`src/rtl/core/stable_priority_queue_defines.svh`:
```
// Assertion macros used by the queue RTL.
`ifndef STABLE_PRIORITY_QUEUE_DEFINES_SVH
`define STABLE_PRIORITY_QUEUE_DEFINES_SVH

// Same-cycle implication, off while reset is high.
`define SPQ_ASSERT_SAME(label, clk, rst, ante, cons, msg) \
   label: assert property (@(posedge clk) disable iff (rst) (ante) |-> (cons)) else $error(msg);

// Next-cycle implication, off while reset is high.
`define SPQ_ASSERT_NEXT(label, clk, rst, ante, cons, msg) \
   label: assert property (@(posedge clk) disable iff (rst) (ante) |=> (cons)) else $error(msg);

`endif

```
`src/rtl/core/spq_pkg.sv`:
```
package spq_pkg;

   localparam int QUEUE_DEPTH_DEF = 16;

   localparam logic FUNC_ENQ = 1'b0;
   localparam logic FUNC_DEQ = 1'b1;

   localparam logic [1:0] ST_OK    = 2'd0;
   localparam logic [1:0] ST_FULL  = 2'd1;
   localparam logic [1:0] ST_EMPTY = 2'd2;

   typedef struct packed {
      logic        func;
      logic [3:0]  prio;
      logic [15:0] arrive_time;
      logic [15:0] serve_time;
      logic [15:0] serve_start;
      logic [7:0]  vent_id;
      logic        gender;
      logic [2:0]  age_group;
   } req_word_type;

   typedef struct packed {
      logic [1:0]  status;
      logic        empty_res;
      logic        full_res;
      logic [3:0]  out_prio;
      logic [15:0] out_arrive;
      logic [15:0] out_serve;
      logic [15:0] out_start;
      logic [7:0]  out_vent;
      logic        out_gender;
      logic [2:0]  out_age;
   } rsp_word_type;

   typedef struct packed {
      logic [3:0]  prio;
      logic [15:0] arrive;
      logic [15:0] serve;
      logic [15:0] start;
      logic [7:0]  vent;
      logic        gender;
      logic [2:0]  age;
   } record_type;

   // Broadcast to every cell in the chain
   typedef struct packed {
      logic       enq;
      logic       deq;
      record_type new_rec;
   } cell_ctrl_type;

endpackage

```
`src/rtl/core/stable_priority_queue.sv`:
```
// Stable priority queue of patient records, sorted as they are stored.
// Input channel req_: one word per operation, func selects enqueue or
// dequeue. Result channel rsp_: exactly one word per request, in order.
// A chain of QUEUE_DEPTH cells holds the records, head in cell 0; on an
// enqueue every cell compares its priority with the new one and either
// keeps, takes the new record or takes its left neighbour's; on a dequeue
// every cell takes its right neighbour's. Records of equal priority leave
// in arrival order.
// The result is registered and valid in the cycle after acceptance.
// The queue takes one request per cycle while req_stall is low.
// An enqueue into a full queue is dropped with status full; a dequeue on an
// empty queue returns status empty and zero record fields.
// Reset empties the queue at once; no clearing pass is needed.
// While rsp_stall holds a waiting result, req_stall is raised and the
// result word holds until taken; a taken result frees the slot that cycle.
`include "stable_priority_queue_defines.svh"

module stable_priority_queue #(
   parameter int QUEUE_DEPTH = spq_pkg::QUEUE_DEPTH_DEF
) (
   input  logic                  clock,
   input  logic                  reset,
   input  logic                  req_valid,
   output logic                  req_stall,
   input  spq_pkg::req_word_type req_word,
   output logic                  rsp_valid,
   input  logic                  rsp_stall,
   output spq_pkg::rsp_word_type rsp_word
);
   import spq_pkg::*;

   localparam int CntW = $clog2(QUEUE_DEPTH + 1);

   logic [CntW-1:0] count_ff;
   logic [CntW-1:0] count_in;
   logic            rsp_valid_ff;
   logic            rsp_valid_in;
   rsp_word_type    rsp_word_ff;
   rsp_word_type    rsp_word_in;

   logic            accept;
   logic            is_full;
   logic            is_empty;
   cell_ctrl_type   ctrl;

   record_type      rec_w  [QUEUE_DEPTH];
   logic            past_w [QUEUE_DEPTH];

   assign req_stall = rsp_valid_ff && rsp_stall;
   assign accept    = req_valid && !req_stall;
   assign is_full   = (count_ff == CntW'(QUEUE_DEPTH));
   assign is_empty  = (count_ff == '0);

   always_comb begin
      ctrl.enq             = accept && (req_word.func == FUNC_ENQ) && !is_full;
      ctrl.deq             = accept && (req_word.func == FUNC_DEQ) && !is_empty;
      ctrl.new_rec.prio    = req_word.prio;
      ctrl.new_rec.arrive  = req_word.arrive_time;
      ctrl.new_rec.serve   = req_word.serve_time;
      ctrl.new_rec.start   = req_word.serve_start;
      ctrl.new_rec.vent    = req_word.vent_id;
      ctrl.new_rec.gender  = req_word.gender;
      ctrl.new_rec.age     = req_word.age_group;
   end

   for (genvar i = 0; i < QUEUE_DEPTH; i++) begin : g_cell
      logic       left_past;
      record_type left_rec;
      record_type right_rec;

      if (i == 0) begin : g_head
         assign left_past = 1'b1;
         assign left_rec  = ctrl.new_rec;
      end else begin : g_body
         assign left_past = past_w[i-1];
         assign left_rec  = rec_w[i-1];
      end

      if (i == QUEUE_DEPTH - 1) begin : g_tail
         assign right_rec = rec_w[i];
      end else begin : g_inner
         assign right_rec = rec_w[i+1];
      end

      spq_cell u_cell (
         .clock     (clock),
         .ctrl      (ctrl),
         .occupied  (count_ff > CntW'(i)),
         .left_past (left_past),
         .left_rec  (left_rec),
         .right_rec (right_rec),
         .past      (past_w[i]),
         .rec       (rec_w[i])
      );
   end

   always_comb begin
      count_in = count_ff;
      if (ctrl.enq) begin
         count_in = count_ff + CntW'(1);
      end else if (ctrl.deq) begin
         count_in = count_ff - CntW'(1);
      end
   end

   always_comb begin
      rsp_valid_in = rsp_valid_ff && rsp_stall;
      rsp_word_in  = rsp_word_ff;
      if (accept) begin
         rsp_valid_in          = 1'b1;
         rsp_word_in           = '0;
         rsp_word_in.empty_res = (count_in == '0);
         rsp_word_in.full_res  = (count_in == CntW'(QUEUE_DEPTH));
         unique case (req_word.func)
            FUNC_ENQ: begin
               rsp_word_in.status = is_full ? ST_FULL : ST_OK;
            end
            FUNC_DEQ: begin
               if (is_empty) begin
                  rsp_word_in.status = ST_EMPTY;
               end else begin
                  rsp_word_in.status     = ST_OK;
                  rsp_word_in.out_prio   = rec_w[0].prio;
                  rsp_word_in.out_arrive = rec_w[0].arrive;
                  rsp_word_in.out_serve  = rec_w[0].serve;
                  rsp_word_in.out_start  = rec_w[0].start;
                  rsp_word_in.out_vent   = rec_w[0].vent;
                  rsp_word_in.out_gender = rec_w[0].gender;
                  rsp_word_in.out_age    = rec_w[0].age;
               end
            end
            default: begin
               rsp_word_in.status = ST_OK;
            end
         endcase
      end
   end

   always_ff @(posedge clock) begin
      if (reset) begin
         count_ff     <= '0;
         rsp_valid_ff <= 1'b0;
      end else begin
         count_ff     <= count_in;
         rsp_valid_ff <= rsp_valid_in;
      end
      rsp_word_ff <= rsp_word_in;
   end

   assign rsp_valid = rsp_valid_ff;
   assign rsp_word  = rsp_word_ff;

   `SPQ_ASSERT_SAME(a_count_bound, clock, reset, 1'b1, count_ff <= CntW'(QUEUE_DEPTH), "fill count beyond depth")
   `SPQ_ASSERT_NEXT(a_enq_grows, clock, reset, ctrl.enq, count_ff == $past(count_ff) + CntW'(1), "enqueue did not grow the queue")
   `SPQ_ASSERT_NEXT(a_deq_shrinks, clock, reset, ctrl.deq, count_ff == $past(count_ff) - CntW'(1), "dequeue did not shrink the queue")
   `SPQ_ASSERT_SAME(a_full_flag, clock, reset, rsp_valid_ff && (rsp_word_ff.status == ST_FULL), rsp_word_ff.full_res && is_full, "dropped enqueue without full queue")
   `SPQ_ASSERT_SAME(a_empty_flag, clock, reset, rsp_valid_ff && (rsp_word_ff.status == ST_EMPTY), rsp_word_ff.empty_res && (rsp_word_ff.out_prio == '0), "empty dequeue with data")

endmodule

```
`src/rtl/core/spq_cell.sv`:
```
module spq_cell (
   input  logic                   clock,
   input  spq_pkg::cell_ctrl_type ctrl,
   input  logic                   occupied,
   input  logic                   left_past,
   input  spq_pkg::record_type    left_rec,
   input  spq_pkg::record_type    right_rec,
   output logic                   past,
   output spq_pkg::record_type    rec
);
   import spq_pkg::*;

   record_type rec_ff;
   record_type rec_in;

   // New record travels past this cell if it holds equal or higher priority
   assign past = occupied && (rec_ff.prio >= ctrl.new_rec.prio);
   assign rec  = rec_ff;

   always_comb begin
      rec_in = rec_ff;
      priority if (ctrl.enq) begin
         if (!past) begin
            rec_in = left_past ? ctrl.new_rec : left_rec;
         end
      end else if (ctrl.deq) begin
         rec_in = right_rec;
      end else begin
         // hold when the chain is idle
         rec_in = rec_ff;
      end
   end

   always_ff @(posedge clock) begin
      rec_ff <= rec_in;
   end

endmodule

```
`config.mk`:
```
export PLATFORM = sky130hd
export DESIGN_NAME = stable_priority_queue
export DESIGN_NICKNAME = d
export VERILOG_FILES = /design/src/rtl/core/spq_pkg.sv /design/src/rtl/core/stable_priority_queue.sv /design/src/rtl/core/spq_cell.sv
export VERILOG_INCLUDE_DIRS = /design/src /design/src/rtl/core
export SDC_FILE = /design/constraint.sdc
export NUM_CORES = 2
export LEC_CHECK = 0
export ABC_AREA = 1
export BUFFER_PORTS_ARGS = -buffer_cell sky130_fd_sc_hd__buf_4
export CAP_MARGIN = 20
export CORE_MARGIN = 3
export CORE_UTILIZATION = 47
export DETAILED_ROUTE_END_ITERATION = 8
export PLACE_DENSITY = 0.65
export SYNTH_ARGS = -nofsm -noshare
export SYNTH_HDL_FRONTEND = slang
export SYNTH_HIERARCHICAL = 1
export SYNTH_SLANG_ARGS = --single-unit
```
`constraint.sdc`:
```
create_clock -name clock -period 3.7 [get_ports clock]
set_input_delay 0.185 -clock clock [delete_from_list [all_inputs] [get_ports clock]]
set_output_delay 0.185 -clock clock [all_outputs]
set_load 0.05 [all_outputs]
```
Word-level counts from Yosys, hierarchy flattened
Index checks and enable logic that the tools add are counted.
- $add $sub $neg: 2
- magnitude comparators: 32
- eq/ne operators: 17
- multiplexer cells: 66
- bitwise gates (word level): 2
- reductions and logical operators: 45
- operator list (cell ; number):
    $mux 64 ; 60
    $ge 4x4->1 ; 16
    $gt 5x4->1 const B ; 8
    $reduce_and 2->1 ; 16
    $ne 2x2->1 const B ; 15
    $logic_and 1x1->1 ; 22
    $gt 5x3->1 const B ; 4
    $eq 5x5->1 const B ; 2
    $gt 5x1->1 const B ; 2
    $gt 5x2->1 const B ; 2
    $logic_not 5->1 ; 2
    $mux 5 ; 2
    $add 5x1->5 const B ; 1
    $sub 5x1->5 const B ; 1
    $pmux 2 s2 ; 1
    $logic_not 1->1 ; 3
    $mux 1 ; 2
    $mux 2 ; 1
    $not 1->1 ; 2
    $reduce_bool 2->1 ; 1
    $reduce_or 2->1 ; 1
- bits in registers: 1098
- bits of input ports: 69
- output and inout port bits: 70
- word-level logic and storage cells: 288

Depth between registers and ports, before layout
- depth after elaboration: 8
- mapped depth: 14
- gate-level depth less buffers: 12

Modules after synthesis
Netlist, hierarchy kept.
- by module, submodules not included (module ; times used ; cells an instance ; area an instance (µm²) ; seq. area each (µm²)):
    spq_cell ; 16 ; 372 ; 3412.0 ; 1921.8
    stable_priority_queue ; 1 ; 315 ; 3261.9 ; 2162.1

Least setup slack after synthesis
Ideal clock, no wire load.
- path kind: reg2reg
- start point: reg count_ff[0]
- end point: reg g_cell[0].u_cell.rec_ff (netlist bit g_cell[0].u_cell/rec[0]), enable pin
- setup time: 0.688 ns
- arrival: 2.942 ns
- data required time: 3.012 ns
- slack: 0.070 ns
- stages on the path, launching flop included: 11
- buffers on the path: 2
- clock period less this slack: 3.630 ns
- cells stage by stage: dfxtp_1 > inv_1 > ha_1 > nand3_2 > nand2_2 > inv_2 > inv_1 > buf_4 > buf_4 > nand2_1 > nand2_1
- RTL lines (element ; RTL line ; source):
    start, declared ; stable_priority_queue.sv:34 ; logic [CntW-1:0] count_ff;
    start signal, assigned ; stable_priority_queue.sv:144 ; count_ff <= count_in;
    end signal, assigned ; spq_cell.sv:35 ; rec_ff <= rec_in;
    end, declared ; spq_cell.sv:13 ; record_type rec_ff;

==> flow_summary_export.csv <==
group,metric,value,unit
status,status,"completed",
pwr,total_power,0.0363,W
die,die_w,357,um
clock_network,cts_tree,"done",
sta,slew_headroom,30.3,%
grt,grt_pass1_wl,279,mm
flow_run,drv_cap,0,
grt,grt_max_degree,172,
sta,hold_violations,0,
placed_design,gp_congestion,0.860,
finish,utilization,51.4,%
finish,layout.nets,6377,
setup_path,path_common_cell,"buf_4",
setup_path,max_stage_delay,0.51,ns
detailed_routing,vias,48073,
grt,antenna_found_initial,1,
setup_path,critical_path_required,4.27,ns
placed_design,dp_hpwl,103,mm
die,die_y,357,um
sta,final.setup.tns,0,ns
sta,rsz0062_at_grt,"false",
grt,grt.overflow.total,0,
sta,report.final.slew_viol_count,0,
pwr,ir_drop,0.387,mV
setup_path,arrival,3.79,ns
die,core,122000,sq um
clock_network,htree_num_levels,3,
detailed_routing,viasPerCell,6.04,
setup_path,worst-path-buf-inv,4,
sta,setup_violations,0,
clock_network,cts_buffers,117,
worst_hold_path,hold_class,"primary input to flop",
logic_synthesis,syn_area_per_cell,9.23,sq um
finish,antenna_cells,0,
detailed_routing,drt_iter0_drc,6887,
sta,tightest_slew,1.05,ns
logic_synthesis,synthCells,6266,
die,ios,139,
pwr,p_leak,23.9,nW
detailed_routing,post_drt_wl_per_cell,22.6,um
finish,fill_cells,11226,
die,start_util,47.4,%
setup_path,crit_path_end_kind,"flop",
clock_network,clockRootBuffer,"clkbuf_16",
grt,grt_pass1_vias,48390,
setup_path,cpMaxStageDelayCell,"buf_4",
detailed_routing,drt.antenna.violating_nets,0,
setup_path,path_max_fanout,100,
finish,areaGrowthSynthToFinish,8.33,%
sta,fin_skew,0.0353,ns
sta,period_needed,3.23,ns
pwr,power.density,580,nW/um^2
setup_path,start_kind,"flop",
setup_path,path_delay_family,"buffers and inverters",
placed_design,io_buffers,138,
clock_network,cts_setup_buffers,0,
grt,grt_usage,27.7,%
detailed_routing,dr.pass1.iters,6,
finish,final_layout_size_suffix_gt1_share,7.65,%
sta,period_share,87.2,%
setup_path,path_cells,"inv_1 -> ha_1 -> nand3_2 -> nand2_2 -> inv_8 -> buf_4 -> buf_4 -> o21ai_0 -> o21ai_1",
logic_synthesis,mappedNetlistArea,57900,sq um
clock_network,clk_pin_slew_worst_paths,0.06,ns
detailed_routing,drc_errors,0,
setup_path,crit_type,"flop to flop",
die,num_rows,128,
clock_network,cts.sinks,1098,
sta,fmax,310,MHz
clock_network,clockBufferDepth,3,
detailed_routing,wl,180,mm
clock_network,clk_latency,0.73,ns
logic_synthesis,yosysWarningCount,6,
die,die_area,127000,sq um
flip-flops by register name, indices dropped and copies added (netlist names):
register,cells
count_ff,5
g_cell.u_cell/rec,1024
rsp_word,68
rsp_valid,1
cell usage in the layout, fill, tap and decap left out, types with 2 or more instances in the layout:
master / instances
a21oi_1: 19
nand4_1: 16
or2_2: 2
inv_8: 17
nand3_2: 2
clkinv_8: 2
edfxtp_1: 1092
clkbuf_1: 20
ha_1: 70
clkinv_1: 23
nor2_2: 2
clkinvlp_4: 5
buf_12: 17
o21ai_0: 1079
bufinv_16: 11
nand2_1: 1161
dfxtp_1: 6
nand3_1: 23
nand2_2: 3
clkbuf_8: 2
inv_16: 2
dlygate4sd3_1: 64
nand2_4: 18
o21ai_1: 978
clkinv_2: 33
clkbuf_16: 117
buf_4: 209
nor2_1: 1103
conb_1: 2
inv_1: 189
inv_6: 3
clkinv_4: 3
inv_2: 34
nor3_1: 2
layout make-up:
class | instances | area [sq um] | area share [%]
repair buffers | 290 | 2550 | 4.07
clock buffers | 139 | 3030 | 4.84
clock inverters | 81 | 739 | 1.18
well taps | 1625 | 2030 | 3.24
inverters | 241 | 1030 | 1.65
multi-input cells | 4490 | 20400 | 32.5
flip-flops and latches | 1098 | 32900 | 52.5
where the power goes:
part / switching (W) / internal, W
clock network: 0.00520 / 0.00662
logic: 0.00550 / 0.00185
registers: 0.000934 / 0.0162
total: 0.0116 / 0.0247
final timing paths:
kind	to	start	depth (start not counted)	slack, ns
setup / recovery	g_cell[7].u_cell/rec[59]	count_ff[0]	9	0.47
setup reg to reg	g_cell[7].u_cell/rec[59]	count_ff[0]	9	0.47
hold / removal	g_cell[14].u_cell/rec[62]	req_word[62]	3	0.09
hold reg to reg	g_cell[10].u_cell/rec[13]	g_cell[11].u_cell/rec[13]	2	0.55
routing by layer:
metal	GRT usage [%]	wire length, um	part of all wire [%]	up-vias
met5	0	13	0.0072	-
met2	44.0	82600	46	2877
met4	9.69	5540	3.1	2
li1	-	-	-	21567
met1	38.4	72500	40	23289
met3	4.94	19200	11	338
stage by stage:
step | cell area [sq um] | hold WS (ns) | setup slack, ns | std cells
after floorplan | 57900 | 0.254 | 0.0701 | 6267
after global placement | 58300 | 0.408 | 0.768 | 7680
after detailed placement | 58300 | 0.412 | 0.646 | 7680
after CTS | 62700 | 0.0522 | 0.586 | 7964
after global routing | 62700 | 0.103 | 0.294 | 7964
final | 62700 | 0.0941 | 0.474 | 7964
worst min-delay path, delay by kind of cell:
kind | cells | cell delay, ns
compound gates | 1 | 0.07
buf+inv | 1 | 0.24
simple gates | 1 | 0.15
timing repair:
action                    4_1_cts  5_1_grt
resized for setup               0        0
hold buffers                   64        0
hold endpoints to repair      867        0
(Power assumes the default switching activity.)
